--- config.mk ---
export PLATFORM = sky130hd
export DESIGN_NAME = intake_shooter_sequencer
export DESIGN_NICKNAME = d
export VERILOG_FILES = /design/src/hdl/iss_pkg.sv /design/src/hdl/intake_shooter_sequencer.sv
export SDC_FILE = /design/constraint.sdc
export NUM_CORES = 1
export LEC_CHECK = 0
export BUFFER_PORTS_ARGS = -buffer_cell sky130_fd_sc_hd__clkbuf_2
export CORE_MARGIN = 4
export CORE_UTILIZATION = 65
export CTS_CLUSTER_DIAMETER = 50
export DETAILED_ROUTE_END_ITERATION = 10
export PLACE_DENSITY = 0.87
export SLEW_MARGIN = 5
export SYNTH_ARGS = -nofsm -noshare
export SYNTH_HDL_FRONTEND = slang
export SYNTH_SLANG_ARGS = --single-unit
--- constraint.sdc ---
create_clock -name i_clk -period 6.8 [get_ports i_clk]
set_input_delay 0.34 -clock i_clk [delete_from_list [all_inputs] [get_ports i_clk]]
set_output_delay 0.34 -clock i_clk [all_outputs]
set_load 0.1 [all_outputs]
--- src/hdl/iss_pkg.sv ---
// ----------------------------------------------------------------------------
// iss_pkg
// Types and codes shared by the intake and shooter sequencer.
// ----------------------------------------------------------------------------
package iss_pkg;

    // Field widths fixed by the stream format
    localparam int CMD_W   = 3;
    localparam int SPEED_W = 16;
    localparam int TICKS_W = 16;
    localparam int POS_W   = 16;
    localparam int ARM_W   = 3;
    localparam int PHASE_W = 3;
    localparam int CFG_IDX_W = 3;

    localparam int IN_TDATA_W  = 24;
    localparam int IN_TUSER_W  = 3;
    localparam int OUT_TDATA_W = 56;

    typedef enum logic [CMD_W-1:0] {
        CMD_TICK     = 3'd0,
        CMD_STOP     = 3'd1,
        CMD_ROLL_IN  = 3'd2,
        CMD_ROLL_OUT = 3'd3,
        CMD_SHOOT    = 3'd4,
        CMD_RESET    = 3'd5
    } t_cmd;

    typedef enum logic [5:0] {
        PH_IDLE     = 6'b000001,
        PH_ROLL_IN  = 6'b000010,
        PH_ADJUST   = 6'b000100,
        PH_ROLL_OUT = 6'b001000,
        PH_SPINUP   = 6'b010000,
        PH_FIRE     = 6'b100000
    } t_phase;

    localparam logic [PHASE_W-1:0] PC_IDLE     = 3'd0;
    localparam logic [PHASE_W-1:0] PC_ROLL_IN  = 3'd1;
    localparam logic [PHASE_W-1:0] PC_ADJUST   = 3'd2;
    localparam logic [PHASE_W-1:0] PC_ROLL_OUT = 3'd3;
    localparam logic [PHASE_W-1:0] PC_SPINUP   = 3'd4;
    localparam logic [PHASE_W-1:0] PC_FIRE     = 3'd5;

    localparam logic [ARM_W-1:0] ARM_NONE   = 3'd0;
    localparam logic [ARM_W-1:0] ARM_INTAKE = 3'd1;
    localparam logic [ARM_W-1:0] ARM_CLOSE  = 3'd2;
    localparam logic [ARM_W-1:0] ARM_SHOOT  = 3'd3;
    localparam logic [ARM_W-1:0] ARM_RAW    = 3'd4;

    typedef enum logic [CFG_IDX_W-1:0] {
        REG_ROLL_IN_SPEED  = 3'd0,
        REG_ADJUST_SPEED   = 3'd1,
        REG_ROLL_OUT_SPEED = 3'd2,
        REG_SHOOT_SPEED    = 3'd3,
        REG_FEED_SPEED     = 3'd4,
        REG_EJECT_TICKS    = 3'd5,
        REG_SPINUP_TICKS   = 3'd6,
        REG_FIRE_TICKS     = 3'd7
    } t_cfg_reg;

    // One-hot phase to the reported phase number
    function automatic logic [PHASE_W-1:0] f_phase_code(input t_phase ph);
        logic [PHASE_W-1:0] code;
        unique case (ph)
            PH_IDLE:     code = PC_IDLE;
            PH_ROLL_IN:  code = PC_ROLL_IN;
            PH_ADJUST:   code = PC_ADJUST;
            PH_ROLL_OUT: code = PC_ROLL_OUT;
            PH_SPINUP:   code = PC_SPINUP;
            PH_FIRE:     code = PC_FIRE;
            default:     code = PC_IDLE;
        endcase
        return code;
    endfunction

endpackage

--- src/hdl/intake_shooter_sequencer.sv ---
// ----------------------------------------------------------------------------
// intake_shooter_sequencer
// Six-phase sequencer for a ball intake and a flywheel shooter.
// ----------------------------------------------------------------------------
//
//  channel   direction  handshake                     payload
//  s_axis    in         s_axis_tvalid/s_axis_tready   tuser cmd, tdata fields
//  m_axis    out        m_axis_tvalid/m_axis_tready   tdata result fields
//  cfg       in         i_cfg_valid/o_cfg_ready       i_cfg_index, i_cfg_data
//
//  Every transfer on s_axis yields exactly one result transfer on m_axis,
//  offered in the next cycle; a new item is taken every cycle while results drain.
//  The rate is set by the single result register: s_axis stalls only while
//  that register holds a result m_axis has not taken.
//  Reset (synchronous, active low) returns the phase to idle, clears timer,
//  drive levels, shoot target and all configuration registers.
//  Configuration writes are always taken (o_cfg_ready is tied high).
//
module intake_shooter_sequencer
    import iss_pkg::*;
#(
    parameter int TIMER_BITS = 16,
    parameter int DRIVE_BITS = 16
) (
    input  logic                   i_clk,
    input  logic                   i_rst_n,

    input  logic                   s_axis_tvalid,
    output logic                   s_axis_tready,
    // [0] close select, [16:1] arm target position, [17] line_break,
    // [18] arm_at_target, [23:19] zero
    input  logic [IN_TDATA_W-1:0]  s_axis_tdata,
    // [2:0] cmd
    input  logic [IN_TUSER_W-1:0]  s_axis_tuser,

    output logic                   m_axis_tvalid,
    input  logic                   m_axis_tready,
    // [15:0] intake_drive, [31:16] flywheel_drive, [34:32] arm_request,
    // [50:35] arm_raw_target, [53:51] phase_out, [55:54] zero
    output logic [OUT_TDATA_W-1:0] m_axis_tdata,

    input  logic                   i_cfg_valid,
    output logic                   o_cfg_ready,
    input  logic [CFG_IDX_W-1:0]   i_cfg_index,
    input  logic [SPEED_W-1:0]     i_cfg_data
);

    localparam logic [TIMER_BITS-1:0] TIMER_MAX = {TIMER_BITS{1'b1}};
    localparam int DRIVE_HI = (1 << (DRIVE_BITS - 1)) - 1;
    localparam int DRIVE_LO = -DRIVE_HI - 1;

    // Clamp a 16-bit speed to the held-level width
    function automatic logic signed [DRIVE_BITS-1:0] f_sat(input logic signed [SPEED_W-1:0] v);
        logic signed [31:0] w;
        logic signed [31:0] r;
        w = 32'(v);
        if (w > DRIVE_HI) begin
            r = DRIVE_HI;
        end else if (w < DRIVE_LO) begin
            r = DRIVE_LO;
        end else begin
            r = w;
        end
        return r[DRIVE_BITS-1:0];
    endfunction

    // Held level to its 16-bit output form (low 16 bits of the signed value)
    function automatic logic [SPEED_W-1:0] f_drive_out(input logic signed [DRIVE_BITS-1:0] v);
        logic signed [31:0] w;
        w = 32'(v);
        return w[SPEED_W-1:0];
    endfunction

    // ---------------- configuration registers ----------------
    logic signed [SPEED_W-1:0] r_roll_in_speed;
    logic signed [SPEED_W-1:0] r_adjust_speed;
    logic signed [SPEED_W-1:0] r_roll_out_speed;
    logic signed [SPEED_W-1:0] r_fly_speed;
    logic signed [SPEED_W-1:0] r_feed_speed;
    logic [TICKS_W-1:0]        r_eject_ticks;
    logic [TICKS_W-1:0]        r_spinup_ticks;
    logic [TICKS_W-1:0]        r_fire_ticks;

    assign o_cfg_ready = 1'b1;

    always_ff @(posedge i_clk) begin
        if (!i_rst_n) begin
            r_roll_in_speed  <= '0;
            r_adjust_speed   <= '0;
            r_roll_out_speed <= '0;
            r_fly_speed      <= '0;
            r_feed_speed     <= '0;
            r_eject_ticks    <= '0;
            r_spinup_ticks   <= '0;
            r_fire_ticks     <= '0;
        end else if (i_cfg_valid && o_cfg_ready) begin
            unique case (t_cfg_reg'(i_cfg_index))
                REG_ROLL_IN_SPEED:  r_roll_in_speed  <= i_cfg_data;
                REG_ADJUST_SPEED:   r_adjust_speed   <= i_cfg_data;
                REG_ROLL_OUT_SPEED: r_roll_out_speed <= i_cfg_data;
                REG_SHOOT_SPEED:    r_fly_speed      <= i_cfg_data;
                REG_FEED_SPEED:     r_feed_speed     <= i_cfg_data;
                REG_EJECT_TICKS:    r_eject_ticks    <= i_cfg_data;
                REG_SPINUP_TICKS:   r_spinup_ticks   <= i_cfg_data;
                REG_FIRE_TICKS:     r_fire_ticks     <= i_cfg_data;
                default: ;
            endcase
        end
    end

    // ---------------- sequencer state ----------------
    t_phase                       r_phase,   n_phase;
    logic [TIMER_BITS-1:0]        r_elapsed, n_elapsed;
    logic                         r_timer_on, n_timer_on;
    logic                         r_close,   n_close;
    logic [POS_W-1:0]             r_raw,     n_raw;
    logic signed [DRIVE_BITS-1:0] r_intake,  n_intake;
    logic signed [DRIVE_BITS-1:0] r_fly,     n_fly;
    logic [ARM_W-1:0]             n_req;

    logic                   r_out_valid;
    logic [OUT_TDATA_W-1:0] r_out_data, n_out_data;

    logic in_xfer;
    assign s_axis_tready = !r_out_valid || m_axis_tready;
    assign in_xfer       = s_axis_tvalid && s_axis_tready;

    // Input fields
    t_cmd             cmd;
    logic             sel_close;
    logic [POS_W-1:0] target_pos;
    logic             ball;
    logic             arrived;
    assign cmd        = t_cmd'(s_axis_tuser);
    assign sel_close  = s_axis_tdata[0];
    assign target_pos = s_axis_tdata[16:1];
    assign ball       = !s_axis_tdata[17];
    assign arrived    = s_axis_tdata[18];

    // Timer after its saturating advance
    logic [TIMER_BITS-1:0] el_inc;
    assign el_inc = (r_timer_on && (r_elapsed != TIMER_MAX)) ? r_elapsed + 1'b1 : r_elapsed;

    logic eject_done, spinup_done, fire_done;
    assign eject_done  = 32'(el_inc) >= 32'(r_eject_ticks);
    assign spinup_done = 32'(el_inc) >= 32'(r_spinup_ticks);
    assign fire_done   = 32'(el_inc) >= 32'(r_fire_ticks);

    // Reverse flywheel for ejecting: -(shot speed / 2), truncated toward zero
    logic signed [SPEED_W:0]   shoot_ext, shoot_half, eject_neg;
    logic signed [SPEED_W-1:0] eject_fly;
    assign shoot_ext  = 17'(r_fly_speed);
    assign shoot_half = $signed(shoot_ext + 17'(r_fly_speed[SPEED_W-1])) >>> 1;
    assign eject_neg  = -shoot_half;
    assign eject_fly  = eject_neg[SPEED_W-1:0];

    always_comb begin
        n_phase    = r_phase;
        n_elapsed  = r_elapsed;
        n_timer_on = r_timer_on;
        n_close    = r_close;
        n_raw      = r_raw;
        n_intake   = r_intake;
        n_fly      = r_fly;
        n_req      = ARM_NONE;

        unique case (cmd)
            CMD_TICK: begin
                n_elapsed = el_inc;
                unique case (r_phase)
                    PH_ROLL_IN: begin
                        n_intake = f_sat(r_roll_in_speed);
                        if (ball) begin
                            n_intake = '0;
                            n_phase  = PH_ADJUST;
                        end
                    end
                    PH_ADJUST: begin
                        n_intake = f_sat(r_adjust_speed);
                        if (!ball) begin
                            n_intake   = '0;
                            n_phase    = PH_IDLE;
                            n_elapsed  = '0;
                            n_timer_on = 1'b0;
                        end
                    end
                    PH_ROLL_OUT: begin
                        // timer starts here, counts from the next tick
                        if (arrived) begin
                            n_timer_on = 1'b1;
                            n_intake   = f_sat(r_roll_out_speed);
                            n_fly      = f_sat(eject_fly);
                            if (eject_done) begin
                                n_intake   = '0;
                                n_phase    = PH_IDLE;
                                n_elapsed  = '0;
                                n_timer_on = 1'b0;
                            end
                        end
                    end
                    PH_SPINUP: begin
                        n_fly = f_sat(r_fly_speed);
                        if (r_close) begin
                            n_req = ARM_CLOSE;
                        end else if (r_raw != '0) begin
                            n_req = ARM_RAW;
                        end else begin
                            n_req = ARM_SHOOT;
                        end
                        if (spinup_done && arrived) begin
                            n_phase    = PH_FIRE;
                            n_intake   = f_sat(r_feed_speed);
                            n_elapsed  = '0;
                            n_timer_on = 1'b1;
                        end
                    end
                    PH_FIRE: begin
                        n_intake = f_sat(r_feed_speed);
                        n_fly    = f_sat(r_fly_speed);
                        if (fire_done) begin
                            n_phase    = PH_IDLE;
                            n_req      = ARM_INTAKE;
                            n_intake   = '0;
                            n_fly      = '0;
                            n_elapsed  = '0;
                            n_timer_on = 1'b0;
                        end
                    end
                    default: begin
                        n_phase    = PH_IDLE;
                        n_intake   = '0;
                        n_fly      = '0;
                        n_elapsed  = '0;
                        n_timer_on = 1'b0;
                    end
                endcase
            end
            CMD_STOP: begin
                n_phase    = PH_IDLE;
                n_intake   = '0;
                n_fly      = '0;
                n_elapsed  = '0;
                n_timer_on = 1'b0;
            end
            CMD_ROLL_IN: begin
                n_req   = ARM_INTAKE;
                n_phase = PH_ROLL_IN;
            end
            CMD_ROLL_OUT: begin
                n_req     = ARM_INTAKE;
                n_phase   = PH_ROLL_OUT;
                n_elapsed = '0;
            end
            CMD_SHOOT: begin
                n_phase    = PH_SPINUP;
                n_close    = sel_close;
                n_raw      = sel_close ? '0 : target_pos;
                n_elapsed  = '0;
                n_timer_on = 1'b1;
            end
            CMD_RESET: begin
                n_phase    = PH_IDLE;
                n_elapsed  = '0;
                n_timer_on = 1'b0;
            end
            default: ;  // unused codes leave everything alone
        endcase

        n_out_data = {2'b00,
                      f_phase_code(n_phase),
                      (n_req == ARM_RAW) ? n_raw : {POS_W{1'b0}},
                      n_req,
                      f_drive_out(n_fly),
                      f_drive_out(n_intake)};
    end

    always_ff @(posedge i_clk) begin
        if (!i_rst_n) begin
            r_phase    <= PH_IDLE;
            r_elapsed  <= '0;
            r_timer_on <= 1'b0;
            r_close    <= 1'b0;
            r_raw      <= '0;
            r_intake   <= '0;
            r_fly      <= '0;
        end else if (in_xfer) begin
            r_phase    <= n_phase;
            r_elapsed  <= n_elapsed;
            r_timer_on <= n_timer_on;
            r_close    <= n_close;
            r_raw      <= n_raw;
            r_intake   <= n_intake;
            r_fly      <= n_fly;
        end
    end

    // Result register
    always_ff @(posedge i_clk) begin
        if (!i_rst_n) begin
            r_out_valid <= 1'b0;
        end else if (in_xfer) begin
            r_out_valid <= 1'b1;
        end else if (m_axis_tready) begin
            r_out_valid <= 1'b0;
        end
    end

    always_ff @(posedge i_clk) begin
        if (in_xfer) begin
            r_out_data <= n_out_data;
        end
    end

    assign m_axis_tvalid = r_out_valid;
    assign m_axis_tdata  = r_out_data;

endmodule
==> metrics.cfg <==
[grt]
first_pass_grt_wire_length_um = 52800
grt.overflow.total = 0
grt_pass1_vias = 10700
gr-usage-all-layers_pct = 28.8
antenna_found_initial = 0
grt_max_degree = 88

[min_path]
holdCritPathClass = in -> reg
min_delay_worst_endpoint = m_axis_tvalid
worstHoldStart = s_axis_tvalid
min_delay_path_depth = 3

[setup_path]
timing.critical_path.fanout_max = 17
worstSetupEndpointType = register
cell_depth_of_the_worst_flop_to_flop_path = 15
crit_required_ns = 7.28
timing.reg2reg.setup_slack_ns = 1.46
timing.critical_path.cells = and4_1, and4_1, nand3_1, nor3b_1, nand4_1, xnor2_1, ha_1, nand4_1, nor2_1, nor4_1, o21ai_0, o21a_1, o21ai_2, o21a_1, a22o_1
worst_r2r_startpoint = r_elapsed[4]
crit-reg2reg-capture = r_intake[4]
cp_slowest_stage_delay_ns = 0.77
cp_top_family = compound AO/OA/AOI/OAI gates
slowest_cell_on_crit_path = sky130_fd_sc_hd__nor3b_1
critPathBufInv = 0
worstSetupStartpointType = register
critical_path_arrival_ns = 5.82
setup.worst_path.class = reg -> reg

[yosys]
ys_types = 80
synth_top_area_share_pct = 31.3
synth-seq-cells = 255
synthesis_warnings = 0
synth_commonest_cells = sky130_fd_sc_hd__nand2_1, sky130_fd_sc_hd__dfxtp_1, sky130_fd_sc_hd__a21oi_1
synth_cells = 1551
syn-cell-area_um2 = 12800
synth.yosys.seq_area_share_pct = 44.0
synth.largest_area_cell = sky130_fd_sc_hd__dfxtp_1
biggest_area_contributors_in_the_synthesized_netlist = sky130_fd_sc_hd__dfxtp_1, sky130_fd_sc_hd__edfxtp_1, sky130_fd_sc_hd__nand2_1
yosysMostFrequentCell = sky130_fd_sc_hd__nand2_1
synth-edff-count = 54
ys.flop_type = sky130_fd_sc_hd__dfxtp_1
synthArstFlopShare_pct = 0
synthesis.area_per_instance_um2 = 8.28

[floorplanning]
die_height_um = 149
floorplan.initialDensity_pct = 66.0
floorplan.rows = 51
coreArea_um2 = 19500
floorplan.io_pins = 110
die_area_um2 = 22100
die-width_um = 149

[timing]
slew_viol_final = 0
totalNegativeSetupSlack_ns = 0
final-hold-violation-count = 0
period_minus_slack_ns = 5.34
setup-violations-final = 0
least_margin_pin_slew_ns = 1.33
maxSlewHeadroom_pct = 11.0
fin_skew_ns = 0.0156
fin_crit_sh_pct = 78.6
max_clock_freq_mhz = 187
rsz0062_at_grt = false
final_critical_path_setup_slack_ns = 1.46

[final_layout]
n_fill_cell = 1414
final_core_util_pct = 73.0
total_non_filler_cell_area_in_the_finished_layout_um2 = 14200
syn2layout_area_growth_pct = 10.6
nNetsFinal = 1690
share_of_cells_above_drive_strength_1_pct = 11.2
final_antenna_diode_count = 0
sequential_cell_area_um2 = 5650
multi_input_area_um2 = 6450

[detailed_routing]
route.detailed.drc = 0
drt-pass1-iter-count = 7
postRouteWirelength_um = 32500
via_count = 11500
wire_per_inst_um = 17.3
drt_iter0_markers = 1390
via_per_inst = 6.11
antenna_violating_nets_post_route = 0

[placement]
io_buffers = 101
globalplace.congestion = 0.922
placed_area_um2 = 13200
detailed_place_hpwl_um = 21600
dp_slack_ns = 1.60

[power]
seq_power_share_pct = 45.2
comb_power_share_pct = 10.6
power_density_nw_per_um2 = 251
intPower_mw = 2.62
p_leak_nw = 5.21
p_sw_mw = 0.938
clkPwrFrac_pct = 44.2
netSwitchingFraction_pct = 26.3
vdd_drop_max_v = 0.000251

[cts]
cts.root.buffer_cell = sky130_fd_sc_hd__clkbuf_16
htree_levels = 1
cts_hold_buf = 0
post_cts_resize_count = 0
cts_clk_pin_slew_worst_paths_ns = 0.06
tritoncts = built
cts_max_path_bufs = 3
cts_post_setup_buffers_inserted = 0
tritoncts_buffer_count = 28
clkLatencyLatePin_ns = 0.54
clock_sink_count = 255

[status]
outcome = finished, final reports clean

[job]
maxCapViolations = 0

-- per-layer routing --
metal / wire length, um / share of wire [%] / vias up / GRT usage, %
met3: 2730 / 8.4 / 77 / 5.06
met4: 876 / 2.7 / 0 / 9.05
li1: - / - / 5491 / -
met5: 0 / 0 / - / 0
met2: 15100 / 46 / 510 / 46.4
met1: 13800 / 42 / 5377 / 39.8
-- registers in the layout (all words and copies together) (netlist names) --
register	count
m_axis_tvalid	1
r_fire_ticks	16
r_roll_in_speed	16
r_elapsed	16
r_feed_speed	16
r_spinup_ticks	16
r_adjust_speed	16
r_roll_out_speed	16
r_phase	6
r_close	1
r_eject_ticks	16
r_fly	16
r_intake	16
r_fly_speed	16
r_timer_on	1
r_raw	16
m_axis_tdata	54
-- tightest hold or removal path: cells and delay by family --
| family | cells | cell delay (ns) |
|---|---|---|
| compound gates | 1 | 0.05 |
| buf+inv | 2 | 0.13 |
-- through the flow --
| stage | hold slack [ns] | power [mW] | instances |
|---|---|---|---|
| finish | 0.0281 | 3.56 | 1874 |
| global route | 0.0184 | 3.68 | 1874 |
| CTS | 0.0195 | 3.56 | 1874 |
| detailed placement | 0.447 | 2.01 | 1822 |
| global placement | 0.436 | 2.00 | 1822 |
| floorplan | 0.429 | 1.93 | 1552 |
-- cell usage in the layout (no fill, tap or decap), types with 9 or more instances in the layout --
cell type / count
sky130_fd_sc_hd__clkbuf_16: 28
sky130_fd_sc_hd__inv_1: 58
sky130_fd_sc_hd__nor2_1: 61
sky130_fd_sc_hd__xor2_1: 11
sky130_fd_sc_hd__a221oi_1: 9
sky130_fd_sc_hd__xnor2_1: 26
sky130_fd_sc_hd__o21ai_0: 44
sky130_fd_sc_hd__nor2b_1: 22
sky130_fd_sc_hd__nand3_1: 26
sky130_fd_sc_hd__nand4_1: 15
sky130_fd_sc_hd__nor3_1: 16
sky130_fd_sc_hd__a222oi_1: 18
sky130_fd_sc_hd__o21a_1: 9
sky130_fd_sc_hd__edfxtp_1: 54
sky130_fd_sc_hd__a22oi_1: 20
sky130_fd_sc_hd__nor4_1: 9
sky130_fd_sc_hd__nand2_1: 419
sky130_fd_sc_hd__ha_1: 52
sky130_fd_sc_hd__buf_4: 9
sky130_fd_sc_hd__a22o_1: 33
sky130_fd_sc_hd__dfxtp_1: 201
sky130_fd_sc_hd__a21oi_1: 193
sky130_fd_sc_hd__nand2b_1: 20
sky130_fd_sc_hd__clkbuf_2: 101
-- power groups by stage --
stage / sequential, mW / combinational, mW / clock, mW
finish: 1.61 / 0.377 / 1.58
global route: 1.61 / 0.402 / 1.66
CTS: 1.61 / 0.374 / 1.58
detailed placement: 1.64 / 0.371 / 0
global placement: 1.64 / 0.365 / 0
floorplan: 1.75 / 0.185 / 0
-- cell families after synthesis --
logic type	synth area share [%]
adder cells (fa/ha/maj)	5.07
buffers and inverters	5.84
XOR/XNOR	2.52
AO/OA/AOI/OAI	20.7
flip-flops	44.0
AND/OR/NAND/NOR	21.5
other	0.0585
multiplexers	0.341
-- how the worst max path moves through the flow --
stage / startpoint / end / slack (ns) / cells past startpoint
2_1_floorplan: r_elapsed[6] / m_axis_tdata[2] / 2.62 / 17
6_report: r_elapsed[4] / r_intake[4] / 1.46 / 15
3_5_place_dp: r_elapsed[4] / r_intake[9] / 1.60 / 15
4_1_cts: r_elapsed[4] / r_intake[9] / 1.50 / 15
3_3_place_gp: r_elapsed[4] / r_intake[3] / 1.78 / 15
5_1_grt: r_elapsed[4] / m_axis_tdata[53] / 0.92 / 15
-- layout make-up --
cell class	instances	area share, %
Clock buffer	42	5.80
Timing Repair Buffer	110	4.03
Sequential cell	255	39.7
Multi-Input combinational cell	1132	45.4
Inverter	60	1.60
Clock inverter	10	1.09
Tap cell	265	2.33
No activity file was read; power rests on OpenSTA's default activity.
